## src/design/fbc_pkg.sv

```systemverilog
// Package for the 64-bit Feistel block cipher: payload and config types,
// register indexes and the round function. Used by every file in design/.
package fbc_pkg;

   localparam int HALF_WIDTH      = 32;
   localparam int KEY_WIDTH       = 64;
   localparam int CSR_INDEX_WIDTH = 8;
   localparam int KEY_ROT_STEP    = 3;

   localparam logic [CSR_INDEX_WIDTH-1:0] CSR_CIPHER_KEY = 8'd0;
   localparam logic [CSR_INDEX_WIDTH-1:0] CSR_DIRECTION  = 8'd1;

   localparam logic DIR_ENCRYPT = 1'b0;
   localparam logic DIR_DECRYPT = 1'b1;

   typedef struct packed {
      logic [HALF_WIDTH-1:0] left_in;
      logic [HALF_WIDTH-1:0] right_in;
   } req_type;

   typedef struct packed {
      logic [HALF_WIDTH-1:0] left_out;
      logic [HALF_WIDTH-1:0] right_out;
   } rsp_type;

   typedef struct packed {
      logic [HALF_WIDTH-1:0] left;
      logic [HALF_WIDTH-1:0] right;
   } stage_type;

   typedef struct packed {
      logic [KEY_WIDTH-1:0] cipher_key;
      logic                 direction;
   } cfg_type;

   // Low half of the key rotated right by n (n in 0..63).
   function automatic logic [HALF_WIDTH-1:0] key_slice(input logic [KEY_WIDTH-1:0] key,
                                                      input logic [5:0] n);
      logic [2*KEY_WIDTH-1:0] twice;
      twice = {key, key};
      return twice[{1'b0, n} +: HALF_WIDTH];
   endfunction

   // Round function: rotl(v,9) ^ ~rotr(v,11) ^ low32(v*k).
   function automatic logic [HALF_WIDTH-1:0] mix(input logic [HALF_WIDTH-1:0] v,
                                                input logic [HALF_WIDTH-1:0] k);
      logic [HALF_WIDTH-1:0] rol9;
      logic [HALF_WIDTH-1:0] ror11;
      logic [HALF_WIDTH-1:0] prod;
      rol9  = {v[22:0], v[31:23]};
      ror11 = {v[10:0], v[31:11]};
      prod  = 32'(v * k);
      return rol9 ^ ~ror11 ^ prod;
   endfunction

endpackage

```

## src/design/fbc_round.sv

```systemverilog
// One pipeline stage: a single Feistel round and its stage register.
// Depends on fbc_pkg for the stage type and the round function.
module fbc_round
   import fbc_pkg::*;
(
   input  logic                  clock,
   input  logic                  reset,
   input  logic                  in_valid,
   output logic                  in_ready,
   input  stage_type             in_data,
   input  logic [HALF_WIDTH-1:0] round_key,
   output logic                  out_valid,
   input  logic                  out_ready,
   output stage_type             out_data
);

   logic      valid_ff;
   logic      valid_in;
   stage_type data_ff;
   stage_type data_in;

   // A stage takes an item when empty or when its item moves on.
   assign in_ready  = !valid_ff || out_ready;
   assign out_valid = valid_ff;
   assign out_data  = data_ff;

   always_comb begin
      valid_in      = in_ready ? in_valid : valid_ff;
      data_in.left  = in_data.right;
      data_in.right = in_data.left ^ mix(in_data.right, round_key);
   end

   always_ff @(posedge clock) begin
      if (reset) begin
         valid_ff <= 1'b0;
      end else begin
         valid_ff <= valid_in;
      end
   end

   always_ff @(posedge clock) begin
      if (in_valid && in_ready) begin
         data_ff <= data_in;
      end
   end

   a_stall_holds: assert property (@(posedge clock) disable iff (reset)
      valid_ff && !out_ready |=> valid_ff && $stable(data_ff))
      else $error("stalled stage lost or changed its item");

   a_empty_ready: assert property (@(posedge clock) disable iff (reset)
      !valid_ff |-> in_ready)
      else $error("empty stage refused an item");

   a_take_fills: assert property (@(posedge clock) disable iff (reset)
      in_valid && in_ready |=> valid_ff)
      else $error("accepted item vanished from stage");

endmodule

```

## config.mk

```make
export PLATFORM = sky130hd
export DESIGN_NAME = fbc_round
export DESIGN_NICKNAME = d
export VERILOG_FILES = /design/src/design/fbc_pkg.sv /design/src/design/fbc_round.sv
export SDC_FILE = /design/constraint.sdc
export NUM_CORES = 1
export LEC_CHECK = 0
export BUFFER_PORTS_ARGS = -buffer_cell sky130_fd_sc_hd__buf_4
export CAP_MARGIN = 5
export CORE_ASPECT_RATIO = 0.75
export CORE_MARGIN = 4
export CORE_UTILIZATION = 55
export CTS_BUF_LIST = sky130_fd_sc_hd__clkbuf_4 sky130_fd_sc_hd__clkbuf_8
export DETAILED_ROUTE_END_ITERATION = 12
export GPL_TIMING_DRIVEN = 0
export PLACE_DENSITY_LB_ADDON = 0.08
export SLEW_MARGIN = 30
export SYNTH_ARGS = -nofsm -noshare
export SYNTH_HDL_FRONTEND = slang
export SYNTH_SLANG_ARGS = --single-unit
```

## constraint.sdc

```tcl
create_clock -name clock -period 10.15 [get_ports clock]
set_input_delay 2.03 -clock clock [delete_from_list [all_inputs] [get_ports clock]]
set_output_delay 2.03 -clock clock [all_outputs]
set_load 0.02 [all_outputs]
```

-- Word-level counts from Yosys, hierarchy flattened
Cells that the tools add are included.
- bits in registers: 65
- bits of input ports: 100
- multipliers: 1
- bitwise operators: 4
- reduce and logical (&&, ||, !) cells: 3
- operators by type and width (operator ; count):
    $xor 32x32->32 ; 3
    $mul 32x32->32 ; 1
    $not 32->32 ; 1
    $logic_and 1x1->1 ; 1
    $logic_not 1->1 ; 1
    $logic_or 1x1->1 ; 1

-- Longest topological paths before layout
Gate-level depths: netlist of run 1.
- word-level depth: 4
- depth in mapped cells: 27

-- Least setup slack after synthesis of run 1
OpenSTA, ideal clock, no wires.
- path type: input -> register
- start: input port in_data[15] (netlist name)
- end: register data_ff, in the netlist out_data[30] (data pin)
- library setup time: 260 ps
- arrival time: 8373 ps
- required time: 9890 ps
- setup slack: 1517 ps
- stages: 25
- buffers on the path: 2
- cells stage by stage: clkbuf_1 clkbuf_1 and2_1 fa_1 inv_1 fa_1 fa_1 fa_1 inv_1 fa_1 inv_1 fa_1 inv_1 fa_1 fa_1 ha_1 and4_1 and3_1 o311ai_1 and4_1 o21ai_1 a31o_1 a21o_1 a21oi_1 xnor2_1
- RTL lines (what ; RTL line ; text):
    start, declared ; fbc_round.sv:10 ; input stage_type in_data,
    end signal, assigned ; fbc_round.sv:43 ; data_ff <= data_in;
    end, declared ; fbc_round.sv:19 ; stage_type data_ff;

==> reports/results.ini, run 1 <==
[outcome]
status=finished, final reports clean

[global_route]
grt.met2_usage_pct=50.73
globalRouteOverflowTotal=0
grt_max_degree=34
grt_pass1_wl_um=92950
grt_busiest_layer=met1
track_usage_pct=35.08
grt_pass1_vias=14700
grtUsageMet3_pct=10.60
grt_use_met1_pct=51.23
antenna_found_initial=3

[logic_synthesis]
yosysSeqAreaShare_pct=10.47
synth_flop_cell=edfxtp_1
synthTopCellsByArea=fa_1 (44%), and2_1 (11%), edfxtp_1 (10%), ha_1 (8.3%), inv_1 (7.7%)
ys_async_sr_fraction_pct=0
yosysTopAreaCell=fa_1
ys_ff_latch=65
synth_edf_count=64
synth.distinct_cells=41
ys_warn_count=0
syn_area_um2=18540
yosys.area.top_type_share_pct=44.06
syn_avg_cell_area_um2=9.727
syn_inst=1906
synth.net_count=2537

[cells_and_area]
nets=2707
design_area_um2=20550
drive_above_1_share_pct=9.707
fillers=2874
seq_area_um2=1942
area_delta_synth_final_pct=10.84
multi_input_area_um2=14780

[setup_path]
max_stage_delay_ns=0.78
cp_max_fo=10
cp-start-kind=primary input
cp-endpoint=out_data[30]
cp-startpoint=in_data[7]
cp.required_ns=10.35
path_class=primary input to flop
cp.arrival_ns=10.27
r2r-start=out_valid
r2r_end=out_data[54]
worstRegToRegCells=3
rrSetupSlack_ns=8.60
cp_common_cell=fa_1
crit_slowest_cell=clkbuf_1
endpoint_kind=flop

[timing]
finalCritPeriodShare_pct=99.24
setup_violations=0
clock.fmax_mhz=99.28
fin_worst_skew_ns=0.01786
tightest_slew_ns=1.055
hold_viol_final=0
rsz0062_at_grt=false
slew_viol_final=0
fin_crit_ns=10.07
relSlewSlack_pct=29.68
fin_ws_ns=0.07701

[route]
wl_per_cell_um=24.36
totalWireLength_um=61510
dr_total_vias=13770
antenna_left=0
drt_iter0_drc=1183
drc=0
viasPerCell=5.452
firstDrtPassIters=6

[floorplan]
start_util_pct=56.51
io_pins=166
dieArea_um2=36740
coreArea_um2=32810
die_w_um=220.0
fp.dieH_um=167
num_rows=57

[cts]
cts_root_buffer=clkbuf_8
cts_buffer_depth=2
numCtsBuffers=9
htree_levels=3
cts_tree=yes
clock_latency_ns=0.43
ctsHoldBuffers=0
path_clk_slew_ns=0.11
cts_num_sinks=65

[placed_design]
place_area_um2=20350
hpwl_um=50230
dp_slack_ns=-0.4731
place_congestion=0.9889
place.port_buffers=162

[run]
max_cap_violations=0

[hold_path]
hold_path_class=flop to flop

sequential cells by signal, summed over array words and instances, names as in the netlist:
name,count
out_valid,1
out_data,64
cells in the final DEF (no fill, tap or decap), types with 22 or more instances in the layout:
cell type / Yosys / layout
edfxtp_1: 64 / 64
xor2_1: 22 / 22
nand2_1: 230 / 230
and2_1: 312 / 311
clkbuf_1: 98 / 83
a21oi_1: 26 / 26
ha_1: 123 / 123
inv_1: 380 / 380
fa_1: 408 / 408
buf_4: 0 / 162
xnor2_1: 162 / 162
through the flow:
step                TNS, ns  hold WS (ns)  utilization (%)  cells
floorplan                 0        0.7290                -   1906
global placement    -0.6540        0.4954            61.90   2510
detailed placement   -1.072        0.5420            62.02   2512
CTS                       0        0.5561            62.65   2528
global route              0        0.5884            62.62   2523
finish                    0        0.5582            62.64   2525
Yosys cell counts, drive strengths merged (3+ instances only):
library cell / count
nor2: 5
and2: 312
inv: 380
buf: 5
a21oi: 29
fa: 408
o21ai: 14
edfxtp: 64
o21bai: 4
xnor2: 162
nand2b: 3
ha: 123
nand3: 6
xor2: 22
clkbuf: 98
a21o: 11
nand2: 230
nor3: 3
metal layers:
| metal | routed length [µm] | part of all wire (%) |
|---|---|---|
| met3 | 7095 | 12 |
| met5 | 0 | 0 |
| met1 | 26030 | 42 |
| met2 | 26170 | 43 |
| met4 | 2214 | 3.6 |
layout make-up:
class / instances / share of cell area (%)
well taps: 442 / 2.691
clock inverters: 7 / 0.4080
repair buffers: 164 / 6.071
flip-flops and latches: 65 / 9.450
inverters: 380 / 6.941
clock buffers: 9 / 0.6028
plain buffers: 98 / 1.875
diodes: 2 / 0.02436
multi-input cells: 1358 / 71.94
worst min-delay path by stage:
stage                   start        end  slack, ns  depth (start not counted)
finish              out_valid  out_valid       0.56                          2
global placement    out_valid  out_valid       0.50                          2
detailed placement  out_valid  out_valid       0.54                          2
global route        out_valid  out_valid       0.59                          2
floorplan           out_valid  out_valid       0.73                          2
CTS                 out_valid  out_valid       0.56                          2
repair_timing:
item / 4_1_cts / 5_1_grt
setup buffers: 0 / 0
pin swaps: 0 / 0
gates resized for setup: 1 / 7
setup endpoints to repair: 1 / 3
cells by family (layout without fill, tap and decap cells):
logic type	Yosys count	count (layout)	synth area share (%)
adders and majority gates	531	531	52.36
AOI/OAI and AO/OA	74	74	2.666
buffers and inverters	483	658	9.806
and+or+nand+nor	569	569	16.00
other	0	2	0
xor gates and xnor gates	184	184	8.693
DFF	65	65	10.47
worst max-delay path, delay by kind of cell:
| family | cells | cell delay, ns |
|---|---|---|
| xor gates and xnor gates | 1 | 0.09 |
| buffers and inverters | 8 | 1.68 |
| adders and majority gates | 9 | 4.20 |
| and+or+nand+nor | 4 | 1.13 |
| AOI/OAI and AO/OA | 5 | 1.11 |
Power of run 1 is left out: the tool's default activity adds up to more than one toggle a clock period on the data nets, which glitch-free logic cannot reach.
==> run 2: changes to the inputs <==
Settings changed: CTS_BUF_LIST sky130_fd_sc_hd__clkbuf_4 sky130_fd_sc_hd__clkbuf_8 to sky130_fd_sc_hd__clkbuf_16, CTS_CLUSTER_SIZE from default to 14.
==> run 2 against run 1 <==
  * Sequential share of layout area about the same
  * Global-route usage about the same
  * Maximum frequency increased by 0.18%
  * Core utilization increased by 0.29 points
  * Register-to-register slack about the same
  * Highest routed layer unchanged
==> reports/results.ini, run 2 (same netlist as run 1, synthesis figures left out) <==
[setup_path]
cp-start-kind=primary input
crit_slowest_cell=clkbuf_1
cp.required_ns=10.30
cp_common_cell=fa_1
path_cells=buf_4 > clkbuf_1 > clkbuf_1 > and2_1 > fa_1 > inv_1 > fa_1 > fa_1 > fa_1 > inv_1 > fa_1 > fa_1 > fa_1 > fa_1 > ha_1 > and4_1 > and3_1 > o311ai_1 > and4_1 > o21ai_1 > a31o_1 > a21o_1 > a21oi_1 > xnor2_1
max_stage_delay_ns=0.69
path_class=primary input to flop
endpoint_kind=flop
cp.arrival_ns=10.20
cp_max_fo=10

[route]
drc=0
firstDrtPassIters=7
totalWireLength_um=61470
dr_total_vias=13800
met1Wirelength_um=25850
wl_met2_um=26170
wl_per_cell_um=24.36
drt_iter0_drc=1168
viasPerCell=5.470
met3_length_um=7261
highest_layer=met4
antenna_left=0

[timing]
finalCritPeriodShare_pct=99.06
hold_viol_final=0
tightest_slew_ns=1.067
rsz0062_at_grt=false
slew_viol_final=0
relSlewSlack_pct=28.89
fin_crit_ns=10.05
clock.fmax_mhz=99.46
fin_worst_skew_ns=0.01122
setup_violations=0

[placed_design]
place.port_buffers=162
dp_cells=2512
place_congestion=0.9889
hpwl_um=50230

[global_route]
grt_pass1_vias=14700
grt_pass1_wl_um=93030
track_usage_pct=35.12
antenna_found_initial=4
globalRouteOverflowTotal=0
grt_max_degree=34

[hold_path]
hold_path_class=flop to flop

[cts]
clock_latency_ns=0.39
cts_buffer_depth=2
numCtsBuffers=9
cts_tree=yes
htree_levels=3
post-cts-setup-buffers=0
cts_num_sinks=65
cts_root_buffer=clkbuf_16
ctsHoldBuffers=0
path_clk_slew_ns=0.08

[floorplan]
coreArea_um2=32810
dieArea_um2=36740
num_rows=57
die_w_um=220.0
io_pins=166
fp.dieH_um=167
start_util_pct=56.51

[cells_and_area]
largest_reg_flops=64
area_delta_synth_final_pct=11.36
nets=2705
drive_above_1_share_pct=9.812
multi_input_area_um2=14780
final_cells=2523
mostFrequentLayoutCell=fa_1
seq_area_um2=1942
layout_common_cells=fa_1 (408), inv_1 (380), and2_1 (311)
fillers=2856

[run]
max_cap_violations=0

[outcome]
status=finished, final reports clean

## run 2: area by class of cell
type                    instances  share of cell area [%]
flip-flops and latches         65                   9.406
clock buffers                   9                   1.091
inverters                     380                   6.909
plain buffers                  96                   1.842
clock inverters                 7                  0.4061
multi-input cells            1358                   71.60
repair buffers                164                   6.042
well taps                     442                   2.679
diodes                          2                 0.02424
## run 2: per-stage QoR
step                TNS, ns  setup WS, ns  hold WS (ns)  instance area, µm²  util, %
floorplan                 0         1.517        0.7290               18540        -
CTS                       0       0.05906        0.5517               20660    62.98
detailed placement   -1.072       -0.4731        0.5420               20350    62.02
global route              0      0.009276        0.5835               20640    62.91
finish                    0       0.09550        0.5553               20640    62.93
global placement    -0.6540       -0.3859        0.4954               20310    61.90
## run 2: path summary, 6_finish.rpt
kind                from            to  slack [ns]  cells after the start
max reg2reg    out_valid  out_data[27]        8.60                      3
min            out_valid     out_valid        0.56                      2
min reg2reg    out_valid     out_valid        0.56                      2
max          in_data[17]  out_data[30]         0.1                     24
## run 2: repair_timing
action / in CTS / in global routing
hold endpoints to repair: 0 / 0
setup endpoints to repair: 1 / 2
gates resized for setup: 5 / 2
## run 2: routing by layer
metal  vias up  global-route usage (%)
met3       102                   10.56
met4         0                   10.94
met1      7044                   51.27
li1       5913                       -
met5         -                       0
met2       742                   50.71
## run 2: critical path, delay by kind of cell
kind / cells / cell delay, ns
fa+ha+maj: 9 / 4.33
xor+xnor: 1 / 0.13
buf+inv: 5 / 1.43
compound gates: 5 / 1.11
simple gates: 4 / 1.13
Power of run 2 is left out for the same reason.
