$ cat src/design/fbc_pkg.sv
// Package for the 64-bit Feistel block cipher: payload and config types,
// register indexes and the round function. Used by every file in design/.
package fbc_pkg;

   localparam int HALF_WIDTH      = 32;
   localparam int KEY_WIDTH       = 64;
   localparam int CSR_INDEX_WIDTH = 8;
   localparam int KEY_ROT_STEP    = 3;

   localparam logic [CSR_INDEX_WIDTH-1:0] CSR_CIPHER_KEY = 8'd0;
   localparam logic [CSR_INDEX_WIDTH-1:0] CSR_DIRECTION  = 8'd1;

   localparam logic DIR_ENCRYPT = 1'b0;
   localparam logic DIR_DECRYPT = 1'b1;

   typedef struct packed {
      logic [HALF_WIDTH-1:0] left_in;
      logic [HALF_WIDTH-1:0] right_in;
   } req_type;

   typedef struct packed {
      logic [HALF_WIDTH-1:0] left_out;
      logic [HALF_WIDTH-1:0] right_out;
   } rsp_type;

   typedef struct packed {
      logic [HALF_WIDTH-1:0] left;
      logic [HALF_WIDTH-1:0] right;
   } stage_type;

   typedef struct packed {
      logic [KEY_WIDTH-1:0] cipher_key;
      logic                 direction;
   } cfg_type;

   // Low half of the key rotated right by n (n in 0..63).
   function automatic logic [HALF_WIDTH-1:0] key_slice(input logic [KEY_WIDTH-1:0] key,
                                                      input logic [5:0] n);
      logic [2*KEY_WIDTH-1:0] twice;
      twice = {key, key};
      return twice[{1'b0, n} +: HALF_WIDTH];
   endfunction

   // Round function: rotl(v,9) ^ ~rotr(v,11) ^ low32(v*k).
   function automatic logic [HALF_WIDTH-1:0] mix(input logic [HALF_WIDTH-1:0] v,
                                                input logic [HALF_WIDTH-1:0] k);
      logic [HALF_WIDTH-1:0] rol9;
      logic [HALF_WIDTH-1:0] ror11;
      logic [HALF_WIDTH-1:0] prod;
      rol9  = {v[22:0], v[31:23]};
      ror11 = {v[10:0], v[31:11]};
      prod  = 32'(v * k);
      return rol9 ^ ~ror11 ^ prod;
   endfunction

endpackage

$ cat src/design/fbc_csr.sv
// Configuration registers of the cipher: key and direction.
// Depends on fbc_pkg for register indexes and the config struct.
module fbc_csr
   import fbc_pkg::*;
(
   input  logic                       clock,
   input  logic                       reset,
   input  logic                       csr_valid,
   output logic                       csr_ready,
   input  logic [CSR_INDEX_WIDTH-1:0] csr_index,
   input  logic [KEY_WIDTH-1:0]       csr_wdata,
   output cfg_type                    cfg
);

   cfg_type cfg_ff;
   cfg_type cfg_in;

   assign csr_ready = 1'b1;
   assign cfg       = cfg_ff;

   always_comb begin
      cfg_in = cfg_ff;
      if (csr_valid) begin
         case (csr_index)
            CSR_CIPHER_KEY: cfg_in.cipher_key = csr_wdata;
            CSR_DIRECTION:  cfg_in.direction  = csr_wdata[0];
            default:        cfg_in = cfg_ff;   // drop writes beyond the list
         endcase
      end
   end

   always_ff @(posedge clock) begin
      if (reset) begin
         cfg_ff <= '0;
      end else begin
         cfg_ff <= cfg_in;
      end
   end

endmodule

$ cat config.mk
export PLATFORM = sky130hd
export DESIGN_NAME = fbc_csr
export DESIGN_NICKNAME = d
export VERILOG_FILES = /design/src/design/fbc_pkg.sv /design/src/design/fbc_csr.sv
export SDC_FILE = /design/constraint.sdc
export NUM_CORES = 1
export LEC_CHECK = 0
export BUFFER_PORTS_ARGS = -buffer_cell sky130_fd_sc_hd__buf_4
export CELL_PAD_IN_SITES_DETAIL_PLACEMENT = 0
export CELL_PAD_IN_SITES_GLOBAL_PLACEMENT = 1
export CORE_UTILIZATION = 37
export DETAILED_ROUTE_END_ITERATION = 8
export GPL_TIMING_DRIVEN = 0
export PLACE_DENSITY_LB_ADDON = 0.1
export SLEW_MARGIN = 0
export SYNTH_ARGS = -nofsm -noshare
export SYNTH_HDL_FRONTEND = slang
export SYNTH_SLANG_ARGS = --single-unit
$ cat constraint.sdc
create_clock -name clock -period 2.6 [get_ports clock]
set_input_delay 0.26 -clock clock [delete_from_list [all_inputs] [get_ports clock]]
set_output_delay 0.26 -clock clock [all_outputs]
set_load 0.01 [all_outputs]
### Word level (Yosys, flattened, before mapping)

Cells that the tools add are included.

| storage, ports and cells | value |
|---|---|
| output and inout port bits | 66 |
| logic and storage cells | 6 |
| bits in registers | 65 |

| operators by class | value |
|---|---|
| eq/ne operators | 1 |
| reductions and logical operators | 3 |

Operators with widths:

| operator | count |
|---|---|
| $eq 8x1->1 const B | 1 |
| $logic_not 8->1 | 1 |
| $reduce_and 2->1 | 2 |

### Longest topological paths before layout

Gate-level depths: netlist of the first run.

| logic depth | value |
|---|---|
| word-level depth | 2 |
| gate-level depth with buffers | 5 |
| gate-level depth less buffers | 3 |

### Worst setup path after synthesis of the first run

No wires, ideal clock.

| timing | value |
|---|---|
| path kind | input port to flip-flop |
| start point | in csr_index[6] |
| end point | reg cfg_ff, in the netlist cfg[10] |
| stages | 5 |
| slack | 1.104 ns |
| data arrival time | 1.364 ns |
| path buffers | 2 |
| cell sequence | or4b_1 buf_6 buf_6 o31ai_2 a21oi_1 |

| on the way | value |
|---|---|
| longest elaborated chain between the ends | 2 |

Ends and longest elaborated chain:

| element | line | source |
|---|---|---|
| start, declared | fbc_csr.sv:10 | `input logic [CSR_INDEX_WIDTH-1:0] csr_index,` |
| $logic_not 8->1 | fbc_csr.sv:24 | `case (csr_index)` |
| $reduce_and 2->1 (no source line) | n/a |  |
| end signal, assigned | fbc_csr.sv:36 | `cfg_ff <= cfg_in;` |
| end, declared | fbc_csr.sv:15 | `cfg_type cfg_ff;` |

Every way passes these cells.
A chain may end at the register's enable or synchronous reset.

### Worst setup path after layout of the first run

| timing | value |
|---|---|
| start point | in csr_index[1] |
| end point | reg cfg_ff, in the netlist cfg[3] |

The elaborated chain is that of the path after synthesis.

==> out/metrics.yaml, run 1 <==
fmax_mhz: 619
worst_pin_slew_ns: 0.788
skew_ns: 0
dp.cells: 558
critical_path_arrival_ns: 1.86
postCtsSetupBuffers: 0
fin_ws_ns: 0.984
avgRoutedWirePerCell_um: 16.4
grt_overflow: 0
first_pass_iters: 4
postRouteAntennaNets: 0
ys_types: 19
synth_seq_cells: 65
status: "finished clean"
grt_max_degree: 11
worstHoldPathCells: 3
drt_iter0_drc: 138
rsz0062_at_grt: "false"
setup_viol_count_final: 0
core_area_sq_um: 8220
synth.yosys.warnings: 0
wl_met2_um: 4490
cts_buffers: 9
worst_hold_slack_ns: 0.212
worstPathRequired_ns: 2.85
r2r_cells: 2
period_minus_slack_ns: 1.62
dieArea_sq_um: 8860
cts_root_buf: "clkbuf_8"
cp_cell_sequence: "buf_4, nor4_4, clkbuf_1, nand4b_1, a21oi_1"
top_layer_used: "met4"
max-vdd-ir-drop_uv: 261
p_per_area_nw_per_um2: 477
critPathSlowestCell: "nor4_4"
cp_slowest_stage_delay_ns: 0.72
drcViolationCount: 0
max_cap_violations: 0
die_h_um: 94.1
cts.sinks: 65
io_buffer_count: 138
fp.dieW_um: 94.1
fp-row-count: 33
grtUsageTotal: 0.210
fin_crit_sh: 0.622
avgSynthCellArea_sq_um: 9.97
instances_no_fill: 573
setup.worst_path.end_class: "register"
crit_fanout: 10
ys_seq_area_frac: 0.414
layout-drive-gt1-share: 0.412
antenna_found_initial: 0
hold_path.class: "primary input to register"
drt-total-wl_um: 9390
antenna_cells: 0
htreeDepth: 3
relSlewSlack: 0.471
first_global_vias: 2920
setup_tns_ns: 0
cts_resized: 0
leakage_uw: 0.00168
fin_nets: 539
wl_met3_um: 591
vias: 3139
dpl_worst_slack_ns: 0.702
start_util: 0.382
clkTransAtPathRegs_ns: 0.07
clk_path_buf_depth: 2
syn2layout_area_growth_pct: 43.8
largest_register_ffs: 65
slew_viol_final: 0
cts_hold_buf: 0
final_common_cell: "buf_4"
hold_viol: 0
grt_pass1_wl_um: 14500
syn_inst: 315
wl_met1_um: 4230
synth_nets: 390
insertion_delay_ns: 0.32
dp_hpwl_um: 6590
final_cell_mix: "buf_4 (139), dfxtp_1 (65), nand4b_1 (63), a21oi_1 (63), o31ai_1 (43)"
syn_area_sq_um: 3140
worst_setup_path_start_kind: "primary input"
cts_tree: "done"
crit_type: "primary input to register"
gp_congestion: 0.741
ios: 141
vias_per_cell: 5.48
[Yosys cell counts]
| library cell | n | area (sq um) |
|---|---|---|
| dfxtp_1 | 65 | 1300 |
| a21oi_1 | 63 | 315 |
| nand4b_1 | 63 | 552 |
| o31ai_1 | 43 | 323 |
| clkbuf_1 | 22 | 82.6 |
| o31ai_2 | 20 | 250 |
| buf_6 | 14 | 158 |
| buf_1 | 6 | 22.5 |
| buf_2 | 6 | 30.0 |
| nand2b_1 | 3 | 18.8 |
| mux2i_1 | 2 | 20.0 |
| buf_4 | 1 | 7.51 |
| conb_1 | 1 | 3.75 |
| nand3_1 | 1 | 5.00 |
| nor3_1 | 1 | 5.00 |
| nor4_4 | 1 | 21.3 |
| nor4b_1 | 1 | 8.76 |
| or4_1 | 1 | 7.51 |
| or4b_1 | 1 | 10.0 |
[layer usage]
metal / global-route usage / up-vias
met5: 0 / -
met4: 0.0692 / 0
met3: 0.0461 / 7
met2: 0.345 / 99
met1: 0.269 / 1504
li1: - / 1529
[worst paths after layout]
check             slack [ns]                   end            startpoint
setup / recovery        0.98   cfg[3]$_SDFFE_PP0P_          csr_index[1]
hold / removal          0.21  cfg[52]$_SDFFE_PP0P_         csr_wdata[51]
setup reg to reg        1.91   cfg[3]$_SDFFE_PP0P_   cfg[3]$_SDFFE_PP0P_
hold reg to reg         0.47  cfg[60]$_SDFFE_PP0P_  cfg[60]$_SDFFE_PP0P_
[where the power goes]
part           total [uW]  internal, uW  switching [uW]
combinational         221           109             112
clock                 938           561             377
sequential            997           996           0.759
total                2160          1670             489
[kinds of logic (layout without fill, tap and decap cells)]
| family | after synthesis | after routing | share of synthesized area |
|---|---|---|---|
| buffers and inverters | 49 | 202 | 0.0956 |
| muxes | 2 | 2 | 0.00637 |
| other | 1 | 1 | 0.00119 |
| DFF | 65 | 65 | 0.414 |
| and+or+nand+nor | 72 | 72 | 0.200 |
| AOI/OAI and AO/OA | 126 | 126 | 0.283 |
[worst max-delay path: cells and delay by family]
kind	cells	cell delay [ns]
compound gates	1	0.17
buf+inv	2	0.54
simple gates	2	0.89
[stage by stage]
| stage | utilization | cell area, sq um | power (uW) |
|---|---|---|---|
| 2_1_floorplan | - | 3140 | 1120 |
| 3_3_place_gp | 0.524 | 4310 | 1240 |
| 3_5_place_dp | 0.524 | 4310 | 1240 |
| 4_1_cts | 0.550 | 4520 | 2170 |
| 5_1_grt | 0.550 | 4520 | 2240 |
| 6_report | 0.550 | 4520 | 2160 |
[final cells by class]
cell class                 instances  area [sq um]
clock buffer                      12           145
clock inverter                     3          65.1
sequential                        65          1300
timing repair buffer             138          1040
tap                              105           131
multi-input combinational        201          1540
fill                             806          3700
buffer                            49           300
Note: power is estimated with default switching activity, not from simulation.
==> inputs of run 2 (changes only) <==
CORE_UTILIZATION = 34   (was 37)
clock period = 1.65 ns   (was 2.6 ns; I/O delays follow)
==> out/metrics.yaml, run 2 (same netlist as run 1, synthesis figures left out) <==
p_switching_uw: 816  # was 489 uW
cts_resized: 0  # unchanged
rr_endpoint: "cfg[3]$_SDFFE_PP0P_"  # unchanged
grt_pass1_wl_um: 15600  # was 14500 um
critical_path_arrival_ns: 1.51  # was 1.86 ns
violations: "design-rule violations"
clk_path_buf_depth: 2  # unchanged
cts_buffers: 9  # unchanged
ios: 141  # unchanged
wl_met3_um: 582  # was 591 um
layout-drive-gt1-share: 0.422  # was 0.412
postRouteAntennaNets: 0  # unchanged
pwr-share-clk: 0.394  # was 0.435
start_util: 0.355  # was 0.382
cts_root_buf: "clkbuf_8"  # unchanged
io_buffer_count: 138  # unchanged
p_per_area_nw_per_um2: 704  # was 477 nW/um^2
max_cap_violations: 0  # unchanged
vias: 3203  # was 3139
crit_type: "primary input to register"  # unchanged
dp.cells: 561  # was 558
drt_iter0_drc: 177  # was 138
first_pass_iters: 6  # was 4
grt_overflow: 0  # unchanged
wl_met1_um: 4370  # was 4230 um
pwr-share-comb: 0.112  # was 0.102
worstHoldPathCells: 3  # unchanged
drt-total-wl_um: 9900  # was 9390 um
period_minus_slack_ns: 1.31
final_cell_mix: "buf_4 (142), dfxtp_1 (65), nand4b_1 (63), a21oi_1 (63), o31ai_1 (43)"  # was buf_4 (139), dfxtp_1 (65), nand4b_1 (63), a21oi_1 (63), o31ai_1 (43)
hold_path.class: "primary input to register"  # unchanged
p_int_uw: 2360  # was 1670 uW
fmax_mhz: 764
avgRoutedWirePerCell_um: 17.1  # was 16.4 um
cts_tree: "done"  # unchanged
fin_crit_sh: 0.793
dieArea_sq_um: 9630  # was 8860 sq um
max-vdd-ir-drop_uv: 322  # was 261 uV
setup.worst_path.end_class: "register"  # unchanged
worstHoldStart: "csr_wdata[31]"  # was csr_wdata[51]
relSlewSlack: 0.528  # was 0.471
regToRegStartpoint: "cfg[3]$_SDFFE_PP0P_"  # unchanged
status: "complete, but fails checks"  # was finished clean
fp-row-count: 34  # was 33
worstPathRequired_ns: 1.85  # was 2.85 ns
dp_hpwl_um: 6760  # was 6590 um
crit_fanout: 10  # unchanged
leakage_uw: 0.00168  # about the same
p_seq_frac: 0.494  # was 0.463
insertion_delay_ns: 0.33  # was 0.32 ns
largest_register_ffs: 65  # unchanged
worst_setup_path_start_kind: "primary input"  # unchanged
instances_no_fill: 580  # was 573
grt_max_degree: 12  # was 11
worst_hold_slack_ns: 0.105  # was 0.212 ns
final_common_cell: "buf_4"  # unchanged
first_global_vias: 3101  # was 2920
skew_ns: 0  # unchanged
grtUsageTotal: 0.204  # was 0.210
fin_nets: 542  # was 539
antenna_found_initial: 0  # unchanged
min_to: "cfg[32]$_SDFFE_PP0P_"  # was cfg[52]$_SDFFE_PP0P_
die_h_um: 98.1  # was 94.1 um
syn2layout_area_growth_pct: 43.8  # about the same
antenna_cells: 0  # unchanged
htreeDepth: 3  # unchanged
hold_viol: 0  # unchanged
setup_viol_count_final: 0  # unchanged
worst_pin_slew_ns: 0.708  # was 0.788 ns
gp_congestion: 0.753  # was 0.741
regToRegSetupSlack_ns: 0.98  # was 1.91 ns
drcViolationCount: 10  # was 0
top_layer_used: "met4"  # unchanged
rsz0062_at_grt: "false"  # unchanged
fp.dieW_um: 98.1  # was 94.1 um
cts.sinks: 65  # unchanged
wl_met2_um: 4710  # was 4490 um
core_area_sq_um: 8850  # was 8220 sq um
switching_share: 0.257  # was 0.227
clkTransAtPathRegs_ns: 0.08  # was 0.07 ns
slew_viol_final: 0  # unchanged
vias_per_cell: 5.52  # was 5.48
r2r_cells: 2  # unchanged
## run 2: metal layers
metal / vias to the layer above / GRT usage
met5: - / 0
met4: 0 / 0.0851
met3: 16 / 0.0437
met2: 111 / 0.328
met1: 1531 / 0.265
li1: 1545 / -
## run 2: worst max-delay path by stage
stage | startpoint | endpoint | slack [ns] | cells past startpoint
after floorplan | csr_index[6] | cfg[10]$_SDFFE_PP0P_ | 0.25 | 5
after global placement | csr_index[1] | cfg[54]$_SDFFE_PP0P_ | -0.13 | 5
after detailed placement | csr_index[1] | cfg[11]$_SDFFE_PP0P_ | -0.16 | 5
after CTS | csr_index[1] | cfg[20]$_SDFFE_PP0P_ | 0.18 | 5
after global routing | csr_index[6] | cfg[33]$_SDFFE_PP0P_ | 0.14 | 6
final | csr_index[1] | cfg[20]$_SDFFE_PP0P_ | 0.34 | 6
## run 2: worst max-delay path, stage by stage
cell     delay, ns
buf_4         0.12
or4_1         0.56
buf_6         0.19
buf_6         0.15
o31ai_1       0.22
a21oi_1       0.11
## run 2: metrics by stage
stage | area, sq um | setup TNS, ns | setup WS [ns] | util | total power [uW]
floorplan | 3140 | 0 | 0.249 | - | 1760
global placement | 4310 | -5.85 | -0.126 | 0.487 | 1960
detailed placement | 4310 | -7.51 | -0.157 | 0.487 | 1960
CTS | 4490 | 0 | 0.184 | 0.508 | 3220
global route | 4520 | 0 | 0.136 | 0.510 | 3310
finish | 4520 | 0 | 0.342 | 0.510 | 3180
## run 2: cell type report
type | count | area (sq um)
Buffer | 49 | 300
Tap cell | 108 | 135
Fill cell | 863 | 4330
Clock buffer | 11 | 151
Sequential cell | 65 | 1300
Timing Repair Buffer | 141 | 1060
Clock inverter | 5 | 30.0
Multi-Input combinational cell | 201 | 1540
## run 2: power groups by stage
stage	Clock (uW)	Sequential (uW)	Combinational [uW]
after global placement	0	1610	353
final	1250	1570	357
after floorplan	0	1610	153
after CTS	1290	1570	356
after detailed placement	0	1610	354
after global routing	1360	1570	385
## run 2: what timing repair did
action | in CTS | in global routing
hold buffers | 0 | 0
setup buffers | 0 | 3
endpoints found under the hold margin | 0 | 0
endpoints found under the setup margin | 0 | 1
